File: config.mk
export PLATFORM = sky130hd
export DESIGN_NAME = cpu_addressing_mode_resolver_unit
export DESIGN_NICKNAME = d
export VERILOG_FILES = /design/src/design/camr_pkg.sv /design/src/design/camr_calc.sv /design/src/design/cpu_addressing_mode_resolver_unit.sv
export SDC_FILE = /design/constraint.sdc
export NUM_CORES = 1
export LEC_CHECK = 0
export BUFFER_PORTS_ARGS = -buffer_cell sky130_fd_sc_hd__buf_2
export CORE_MARGIN = 2
export CORE_UTILIZATION = 52
export CTS_CLUSTER_DIAMETER = 150
export DETAILED_ROUTE_END_ITERATION = 12
export PLACE_DENSITY = 0.77
export SLEW_MARGIN = 20
export SYNTH_ARGS = -nofsm -noshare
export SYNTH_HDL_FRONTEND = slang
export SYNTH_SLANG_ARGS = --single-unit
export TNS_END_PERCENT = 100
File: constraint.sdc
create_clock -name clk -period 5.1 [get_ports clk]
set_input_delay 0.255 -clock clk [delete_from_list [all_inputs] [get_ports clk]]
set_output_delay 0.255 -clock clk [all_outputs]
set_load 0.01 [all_outputs]
File: src/design/camr_pkg.sv
// ----------------------------------------------------------------------------
// camr_pkg
// Types and constants for the addressing-mode resolver: mode codes and the
// request and response payloads.
// ----------------------------------------------------------------------------
package camr_pkg;

	localparam int unsigned ADDR_W = 24;
	localparam logic [15:0] MASK_LO = 16'h00ff;
	localparam logic [15:0] MASK_HI = 16'hff00;

	typedef enum logic [4:0] {
		MODE_IMPLIED      = 5'd0,
		MODE_ACCUMULATOR  = 5'd1,
		MODE_IMM_M        = 5'd2,
		MODE_IMM_X        = 5'd3,
		MODE_IMM_8        = 5'd4,
		MODE_DP           = 5'd5,
		MODE_DP_X         = 5'd6,
		MODE_DP_Y         = 5'd7,
		MODE_DP_IND       = 5'd8,
		MODE_DP_X_IND     = 5'd9,
		MODE_DP_IND_Y     = 5'd10,
		MODE_DP_LONG      = 5'd11,
		MODE_DP_LONG_Y    = 5'd12,
		MODE_ABS          = 5'd13,
		MODE_ABS_X        = 5'd14,
		MODE_ABS_Y        = 5'd15,
		MODE_ABS_IND      = 5'd16,
		MODE_ABS_LONG_IND = 5'd17,
		MODE_ABS_X_IND    = 5'd18,
		MODE_LONG         = 5'd19,
		MODE_LONG_X       = 5'd20,
		MODE_REL8         = 5'd21,
		MODE_REL16        = 5'd22,
		MODE_SR_S         = 5'd23,
		MODE_SR_S_IND_Y   = 5'd24,
		MODE_BLOCK_MOVE   = 5'd25
	} mode_t;

	typedef struct packed {
		logic [4:0]        mode;
		logic [ADDR_W-1:0] operand_bytes;
		logic [ADDR_W-1:0] pointer_data;
		logic [15:0]       direct_page;
		logic [7:0]        data_bank;
		logic [7:0]        program_bank;
		logic [15:0]       stack_pointer;
		logic [15:0]       index_x;
		logic [15:0]       index_y;
		logic              emulation_flag;
		logic              wide_accumulator;
		logic              wide_index;
	} req_t;

	typedef struct packed {
		logic [ADDR_W-1:0] effective_address;
		logic              has_address;
		logic              is_immediate;
		logic              is_accumulator;
		logic [15:0]       operand_value;
		logic [7:0]        extra_byte;
		logic [1:0]        operand_size;
		logic [ADDR_W-1:0] pointer_low_address;
		logic [ADDR_W-1:0] pointer_high_address;
		logic [ADDR_W-1:0] pointer_bank_address;
		logic [1:0]        pointer_length;
		logic [1:0]        penalty_cycles;
	} rsp_t;

endpackage

File: src/design/camr_calc.sv
// ----------------------------------------------------------------------------
// camr_calc
// Address arithmetic for one request: pointer addresses, effective address,
// immediate and relative values, operand size and penalty cycles.
// ----------------------------------------------------------------------------
module camr_calc (
	input  camr_pkg::req_t req,
	output camr_pkg::rsp_t rsp
);
	import camr_pkg::*;

	logic [7:0]  op8;
	logic [15:0] op16;
	logic        dl_nz;
	logic        ewrap;
	logic [15:0] p16;
	logic [1:0]  accsz;
	logic [1:0]  idxsz;
	logic [15:0] idx;
	logic [15:0] dp_ptr;
	logic [15:0] dpi_ptr;
	logic [15:0] dpi_inc;
	logic [15:0] dpi_pgw;
	logic [15:0] dp_inc;
	logic [15:0] dp_pgw;
	logic [15:0] sr_ptr;
	logic [15:0] ax_ptr;
	logic [15:0] ix_sum;
	logic        page_cross;
	logic [15:0] cross_base;
	logic [23:0] ix_ea;
	logic [23:0] ix_base;
	logic [1:0]  dl_pen;

	assign op8   = req.operand_bytes[7:0];
	assign op16  = req.operand_bytes[15:0];
	assign dl_nz = |req.direct_page[7:0];
	assign ewrap = req.emulation_flag & ~dl_nz;
	assign p16   = req.pointer_data[15:0];
	assign accsz = req.wide_accumulator ? 2'd2 : 2'd1;
	assign idxsz = req.wide_index ? 2'd2 : 2'd1;
	assign dl_pen = {1'b0, dl_nz};

	// index source: Y for dp,Y and the Y-indexed modes, else X
	assign idx = (req.mode == MODE_DP_Y || req.mode == MODE_DP_IND_Y ||
		req.mode == MODE_ABS_Y || req.mode == MODE_DP_LONG_Y ||
		req.mode == MODE_SR_S_IND_Y) ? req.index_y : req.index_x;

	// plain direct-page pointer
	assign dp_ptr = req.direct_page + {8'h00, op8};
	assign dp_inc = dp_ptr + 16'd1;
	assign dp_pgw = (dp_ptr & MASK_HI) | (dp_inc & MASK_LO);

	// indexed direct-page pointer, page wrap in emulation with DL zero
	always_comb begin
		if (ewrap) begin
			dpi_ptr = (req.direct_page & MASK_HI) | (({8'h00, op8} + idx) & MASK_LO);
		end else begin
			dpi_ptr = req.direct_page + {8'h00, op8} + idx;
		end
	end
	assign dpi_inc = dpi_ptr + 16'd1;
	assign dpi_pgw = (dpi_ptr & MASK_HI) | (dpi_inc & MASK_LO);

	assign sr_ptr = req.stack_pointer + {8'h00, op8};
	assign ax_ptr = op16 + req.index_x;

	// shared indexed base for page-cross and bank carry
	always_comb begin
		unique case (req.mode)
			MODE_DP_IND_Y:   ix_base = {req.data_bank, p16};
			MODE_SR_S_IND_Y: ix_base = {req.data_bank, p16};
			MODE_DP_LONG_Y:  ix_base = req.pointer_data;
			MODE_LONG_X:     ix_base = req.operand_bytes;
			default:         ix_base = {req.data_bank, op16};
		endcase
	end
	assign cross_base = ix_base[15:0];
	assign ix_sum = cross_base + idx;
	assign ix_ea  = ix_base + {8'h00, idx};
	assign page_cross = (cross_base[15:8] != ix_sum[15:8]) || (idxsz == 2'd2);

	always_comb begin
		rsp = '0;
		unique case (req.mode)
			MODE_ACCUMULATOR: begin
				rsp.is_accumulator = 1'b1;
			end
			MODE_IMM_M, MODE_IMM_X, MODE_IMM_8: begin
				rsp.is_immediate = 1'b1;
				if (req.mode == MODE_IMM_M) begin
					rsp.operand_size = accsz;
				end else if (req.mode == MODE_IMM_X) begin
					rsp.operand_size = idxsz;
				end else begin
					rsp.operand_size = 2'd1;
				end
				rsp.operand_value = (rsp.operand_size == 2'd1) ? {8'h00, op8} : op16;
			end
			MODE_DP: begin
				rsp.has_address       = 1'b1;
				rsp.operand_size      = accsz;
				rsp.penalty_cycles    = dl_pen;
				rsp.effective_address = {8'h00, dp_ptr};
			end
			MODE_DP_X, MODE_DP_Y: begin
				rsp.has_address       = 1'b1;
				rsp.operand_size      = accsz;
				rsp.penalty_cycles    = dl_pen;
				rsp.effective_address = {8'h00, dpi_ptr};
			end
			MODE_DP_X_IND: begin
				rsp.has_address          = 1'b1;
				rsp.operand_size         = accsz;
				rsp.penalty_cycles       = dl_pen;
				rsp.pointer_low_address  = {8'h00, dpi_ptr};
				// emulation keeps the in-page high-byte read even with DL nonzero
				rsp.pointer_high_address = {8'h00,
					req.emulation_flag ? dpi_pgw : dpi_inc};
				rsp.pointer_length       = 2'd2;
				rsp.effective_address    = {req.data_bank, p16};
			end
			MODE_DP_IND, MODE_DP_IND_Y: begin
				rsp.has_address          = 1'b1;
				rsp.operand_size         = accsz;
				rsp.pointer_low_address  = {8'h00, dp_ptr};
				rsp.pointer_high_address = {8'h00, ewrap ? dp_pgw : dp_inc};
				rsp.pointer_length       = 2'd2;
				if (req.mode == MODE_DP_IND) begin
					rsp.penalty_cycles    = dl_pen;
					rsp.effective_address = {req.data_bank, p16};
				end else begin
					rsp.penalty_cycles    = dl_pen + {1'b0, page_cross};
					rsp.effective_address = ix_ea;
				end
			end
			MODE_DP_LONG, MODE_DP_LONG_Y: begin
				rsp.has_address          = 1'b1;
				rsp.operand_size         = accsz;
				rsp.penalty_cycles       = dl_pen;
				rsp.pointer_low_address  = {8'h00, dp_ptr};
				rsp.pointer_high_address = {8'h00, dp_inc};
				rsp.pointer_bank_address = {8'h00, dp_ptr + 16'd2};
				rsp.pointer_length       = 2'd3;
				rsp.effective_address    = (req.mode == MODE_DP_LONG) ?
					req.pointer_data : ix_ea;
			end
			MODE_ABS: begin
				rsp.has_address       = 1'b1;
				rsp.operand_size      = accsz;
				rsp.effective_address = {req.data_bank, op16};
			end
			MODE_ABS_X, MODE_ABS_Y: begin
				rsp.has_address       = 1'b1;
				rsp.operand_size      = accsz;
				rsp.penalty_cycles    = {1'b0, page_cross};
				rsp.effective_address = ix_ea;
			end
			MODE_ABS_IND: begin
				rsp.has_address          = 1'b1;
				rsp.pointer_low_address  = {8'h00, op16};
				rsp.pointer_high_address = {8'h00, op16 + 16'd1};
				rsp.pointer_length       = 2'd2;
				rsp.effective_address    = {8'h00, p16};
			end
			MODE_ABS_LONG_IND: begin
				rsp.has_address          = 1'b1;
				rsp.pointer_low_address  = {8'h00, op16};
				rsp.pointer_high_address = {8'h00, op16 + 16'd1};
				rsp.pointer_bank_address = {8'h00, op16 + 16'd2};
				rsp.pointer_length       = 2'd3;
				rsp.effective_address    = req.pointer_data;
			end
			MODE_ABS_X_IND: begin
				rsp.has_address          = 1'b1;
				rsp.pointer_low_address  = {req.program_bank, ax_ptr};
				rsp.pointer_high_address = {req.program_bank, ax_ptr + 16'd1};
				rsp.pointer_length       = 2'd2;
				rsp.effective_address    = {8'h00, p16};
			end
			MODE_LONG: begin
				rsp.has_address       = 1'b1;
				rsp.operand_size      = accsz;
				rsp.effective_address = req.operand_bytes;
			end
			MODE_LONG_X: begin
				rsp.has_address       = 1'b1;
				rsp.operand_size      = accsz;
				rsp.effective_address = ix_ea;
			end
			MODE_REL8: begin
				rsp.operand_value = {{8{op8[7]}}, op8};
			end
			MODE_REL16: begin
				rsp.operand_value = op16;
			end
			MODE_SR_S: begin
				rsp.has_address       = 1'b1;
				rsp.operand_size      = accsz;
				rsp.effective_address = {8'h00, sr_ptr};
			end
			MODE_SR_S_IND_Y: begin
				rsp.has_address          = 1'b1;
				rsp.operand_size         = accsz;
				rsp.pointer_low_address  = {8'h00, sr_ptr};
				rsp.pointer_high_address = {8'h00, sr_ptr + 16'd1};
				rsp.pointer_length       = 2'd2;
				rsp.effective_address    = ix_ea;
			end
			MODE_BLOCK_MOVE: begin
				rsp.operand_value = {8'h00, op8};
				rsp.extra_byte    = req.operand_bytes[15:8];
				rsp.operand_size  = 2'd2;
			end
			default: begin
				rsp = '0;
			end
		endcase
	end

endmodule

File: src/design/cpu_addressing_mode_resolver_unit.sv
// ----------------------------------------------------------------------------
// cpu_addressing_mode_resolver_unit
// Effective-address unit for all 26 addressing modes of a 65816-style CPU.
// ----------------------------------------------------------------------------
// Takes one request per cycle unless stalled and returns one response per
// request, in order. A request is captured in an input register; the address
// arithmetic works on that register and its result lands in the response
// register once that register is free, so a response is offered after its
// request has passed through both registers. Throughput is one request per
// clock without stalls, limited only by the two-entry register pipeline;
// req_ready follows rsp_ready combinationally when both registers are full.
// Pointer bytes in the request must already have been read from the pointer
// addresses the response reports.
module cpu_addressing_mode_resolver_unit (
	input  logic           clk,
	input  logic           arst_n,
	input  logic           req_valid,
	output logic           req_ready,
	input  camr_pkg::req_t req,
	output logic           rsp_valid,
	input  logic           rsp_ready,
	output camr_pkg::rsp_t rsp
);
	import camr_pkg::*;

	req_t req_s1;
	logic valid_s1;
	rsp_t rsp_s2;
	logic valid_s2;
	rsp_t calc_rsp;
	logic s2_free;
	logic load_s2;
	logic req_fire;

	assign s2_free   = ~valid_s2 | rsp_ready;
	assign load_s2   = valid_s1 & s2_free;
	assign req_ready = ~valid_s1 | s2_free;
	assign req_fire  = req_valid & req_ready;

	always_ff @(posedge clk or negedge arst_n) begin
		if (!arst_n) begin
			valid_s1 <= 1'b0;
			valid_s2 <= 1'b0;
		end else begin
			if (req_fire) begin
				valid_s1 <= 1'b1;
			end else if (load_s2) begin
				valid_s1 <= 1'b0;
			end
			if (load_s2) begin
				valid_s2 <= 1'b1;
			end else if (rsp_ready) begin
				valid_s2 <= 1'b0;
			end
		end
	end

	always_ff @(posedge clk) begin
		if (req_fire) begin
			req_s1 <= req;
		end
		if (load_s2) begin
			rsp_s2 <= calc_rsp;
		end
	end

	camr_calc u_calc (
		.req (req_s1),
		.rsp (calc_rsp)
	);

	assign rsp_valid = valid_s2;
	assign rsp       = rsp_s2;

	a_no_addr_zero: assert property (@(posedge clk) disable iff (!arst_n)
		rsp_valid && !rsp.has_address |-> rsp.effective_address == '0)
		else $error("effective address set without an address");

	a_ptr_len: assert property (@(posedge clk) disable iff (!arst_n)
		rsp_valid |-> rsp.pointer_length != 2'd1 && rsp.penalty_cycles != 2'd3)
		else $error("illegal pointer length or penalty");

	a_no_ptr_zero: assert property (@(posedge clk) disable iff (!arst_n)
		rsp_valid && rsp.pointer_length == 2'd0 |->
		rsp.pointer_low_address == '0 && rsp.pointer_high_address == '0 &&
		rsp.pointer_bank_address == '0)
		else $error("pointer address set without a pointer");

	a_imm_kind: assert property (@(posedge clk) disable iff (!arst_n)
		rsp_valid && rsp.is_immediate |->
		!rsp.has_address && !rsp.is_accumulator && rsp.operand_size != 2'd0)
		else $error("immediate response carries an address or no size");

	a_full_stall: assert property (@(posedge clk) disable iff (!arst_n)
		valid_s1 && valid_s2 && !rsp_ready |-> !req_ready)
		else $error("request taken while pipeline is full and stalled");

endmodule

==> impl_results.md <==
- Nets@finish: 2157
- Period Utilization, post-route: 0.975
- Clk_skew: 15.1 ps
- Post-synth EDFFs: 249
- Syn Area/Cell: 10.8 sq um
- Crit Path Class: reg2reg
- Synth Cell Area: 16400 sq um
- CTS Buffer Depth: 3
- Antenna Nets Post-Route: 0
- CP Capture Type: register
- Final WS setup: 128 ps
- Initial antenna violation count: 0
- DR vias/cell: 6.23
- # clock sinks: 251
- Total I/O pin count: 271
- Arr. time, crit path: 5240 ps
- Req. time, crit path: 5370 ps
- Maximum vdd ir drop: 0.308 mV
- Post-Synthesis Cells: 1510
- Vias in the first global route: 14200
- Ant diodes: 0
- Post-synth top area cell: edfxtp_1
- Power density over the cells: 318 nW/um^2
- Hold Vio Cnt, Final: 0
- Starting DRT DRC Count: 1835
- CP Max Fanout: 9
- Syn. warnings: 0
- Die area: 32900 sq um
- Die W: 181 um
- Most common cell after layout, fill and taps aside: buf_2
- Setup TNS: 0 ps
- Fin. max-slew vios: 0
- Layout cells sized above 1: 0.233
- Placer Congestion: 1.02
- H-tree depth: 1
- Clock transition at path regs: 60 ps
- Sequential fraction of the synthesis area: 0.460
- Total of max-cap violations: 0
- Dpl ws: 22.5 ps
- Filler cells: 2352
- #FFs+latches synth: 251
- Clk_lat worst skew: 550 ps
- GRT Util Overall: 0.333
- Root Driver: clkbuf_16
- Hold WC Path Type: in2reg
- Final min period: 4970 ps
- IO Port Bufs: 262
- Drt wl/cell: 23.8 um
- Startpoint Class: register
- Status: complete, no violations
- Die Y: 181 um
- Largest net degree at the start of global routing: 67
- Remaining Overflow, GRT: 0
- Starting density of the core: 0.532
- First-pass GRT wire length: 83500 um
- Pre-Repair DR Iteration Count: 7
- CTS Buf Count: 26
- Fmax: 201 MHz
- Area contributors post-synth: edfxtp_1, ha_1, xnor2_1
- Total routed wirelength: 56000 um
- Synth Flop Type: edfxtp_1
- DP HPWL: 41300 um
- CTS tree: yes
- Worst Tran Pin Value: 1070 ps
- Leak Pwr: 0.00840 uW
- DRC Markers: 0
- Rel. slew slack: 0.286
- Top cell type's share of synthesized area: 0.457
- Async SR Flop Fraction: 0.00797
- Core area: 30700 sq um
- Finished Core Util: 0.671
- Final setup fails: 0
- Vias: 14600
- Most frequent cells in the layout: buf_2, edfxtp_1, dlygate4sd3_1
- Row Count: 64
- Yosys cell types: 101
- Area grow syn2layout: 26.1%
-- kinds of logic (layout without fill, tap and decap cells) --
logic type / after synthesis / in the layout / synth area share
buffers and inverters: 119 / 557 / 0.0353
other: 1 / 8 / 0.000229
DFF: 251 / 251 / 0.460
and+or+nand+nor: 448 / 448 / 0.145
xor gates and xnor gates: 127 / 127 / 0.0722
muxes: 47 / 47 / 0.0318
adders and majority gates: 80 / 80 / 0.0639
AOI/OAI and AO/OA: 437 / 437 / 0.191
-- synthesized netlist by cell type (13+ instances only) --
| master | number |
|---|---|
| o21a_1 | 16 |
| o211ai_1 | 15 |
| inv_1 | 38 |
| ha_1 | 74 |
| and2_1 | 37 |
| a21oi_1 | 78 |
| a31oi_1 | 14 |
| nand4_1 | 13 |
| nand2_1 | 113 |
| a211oi_1 | 19 |
| and3_1 | 25 |
| nor3_1 | 34 |
| a221oi_1 | 15 |
| nor2_1 | 86 |
| xnor2_1 | 74 |
| buf_4 | 18 |
| nand3_1 | 33 |
| xor2_1 | 48 |
| a21o_1 | 36 |
| a22oi_1 | 21 |
| clkbuf_1 | 41 |
| edfxtp_1 | 249 |
| or3_1 | 13 |
| o21ai_0 | 76 |
| mux2i_1 | 16 |
| a222oi_1 | 28 |
| mux2_2 | 30 |
| nor2b_1 | 16 |
| nand2b_1 | 16 |
-- layer usage --
layer,wire length [um],global-route usage
met1,22400,0.450
met4,1680,0.0950
met5,0,0
met2,25900,0.544
met3,6070,0.0687
-- where the power goes --
part           total (uW)  switching, uW  leakage (uW)  internal [uW]
Combinational        2020           1190       0.00551            833
Sequential           2580            101       0.00246           2480
Clock                1960            787      0.000432           1170
Total                6560           2080       0.00840           4480
-- sequential cells by signal, summed over array words and instances, names as in the netlist --
register / flops
req_s1: 136
rsp: 113
rsp_valid: 1
valid_s1: 1
-- critical path: stages (launching register included) --
cell	delay (ps)
edfxtp_1	480
xor2_1	190
a31oi_1	160
o21ai_4	350
buf_8	210
mux2_2	390
ha_1	380
a21o_1	210
a21oi_1	140
o21ai_1	140
buf_4	180
a211oi_1	250
xor2_1	240
xor2_1	170
nand4b_1	110
nor2_1	100
and3_1	200
nand3_1	90
ha_1	290
a22oi_1	210
o21a_1	160
a41oi_1	50
-- repair_timing --
action	CTS	global route
setup endpoints to repair	0	4
buffers inserted	0	2
hold buffers	138	0
resized for setup	0	8
hold endpoints to repair	139	0
-- path summary, 6_finish.rpt --
| check | start | cells after the start | end | slack, ps |
|---|---|---|---|---|
| setup / recovery | req_s1[133] | 21 | rsp[0] | 130 |
| min in group asynchronous | arst_n | 2 | valid_s1 | 60 |
| max in group asynchronous | arst_n | 2 | rsp_valid | 4930 |
| hold reg to reg | valid_s1 | 1 | rsp_valid | 510 |
| hold / removal | req[111] | 1 | req_s1[111] | 30 |
| setup reg to reg | req_s1[133] | 21 | rsp[0] | 130 |
-- metrics by stage --
stage	cell area, sq um	instances	power (uW)	hold WS (ps)
2_1_floorplan	16400	1517	3850	-40.6
3_3_place_gp	18300	2165	4460	40.4
3_5_place_dp	18300	2165	4470	44.0
4_1_cts	20600	2349	6500	1.90
5_1_grt	20600	2351	6820	6.92
6_report	20600	2351	6560	27.4
-- layout make-up --
class	instances	area, sq um	share of cell area
Multi-Input combinational cell	1147	8340	0.404
Sequential cell	251	7530	0.365
Timing Repair Buffer	473	3250	0.157
Clock buffer	36	749	0.0363
Tap cell	396	495	0.0240
Inverter	38	143	0.00691
Clock inverter	10	128	0.00619
(Power assumes the default switching activity.)
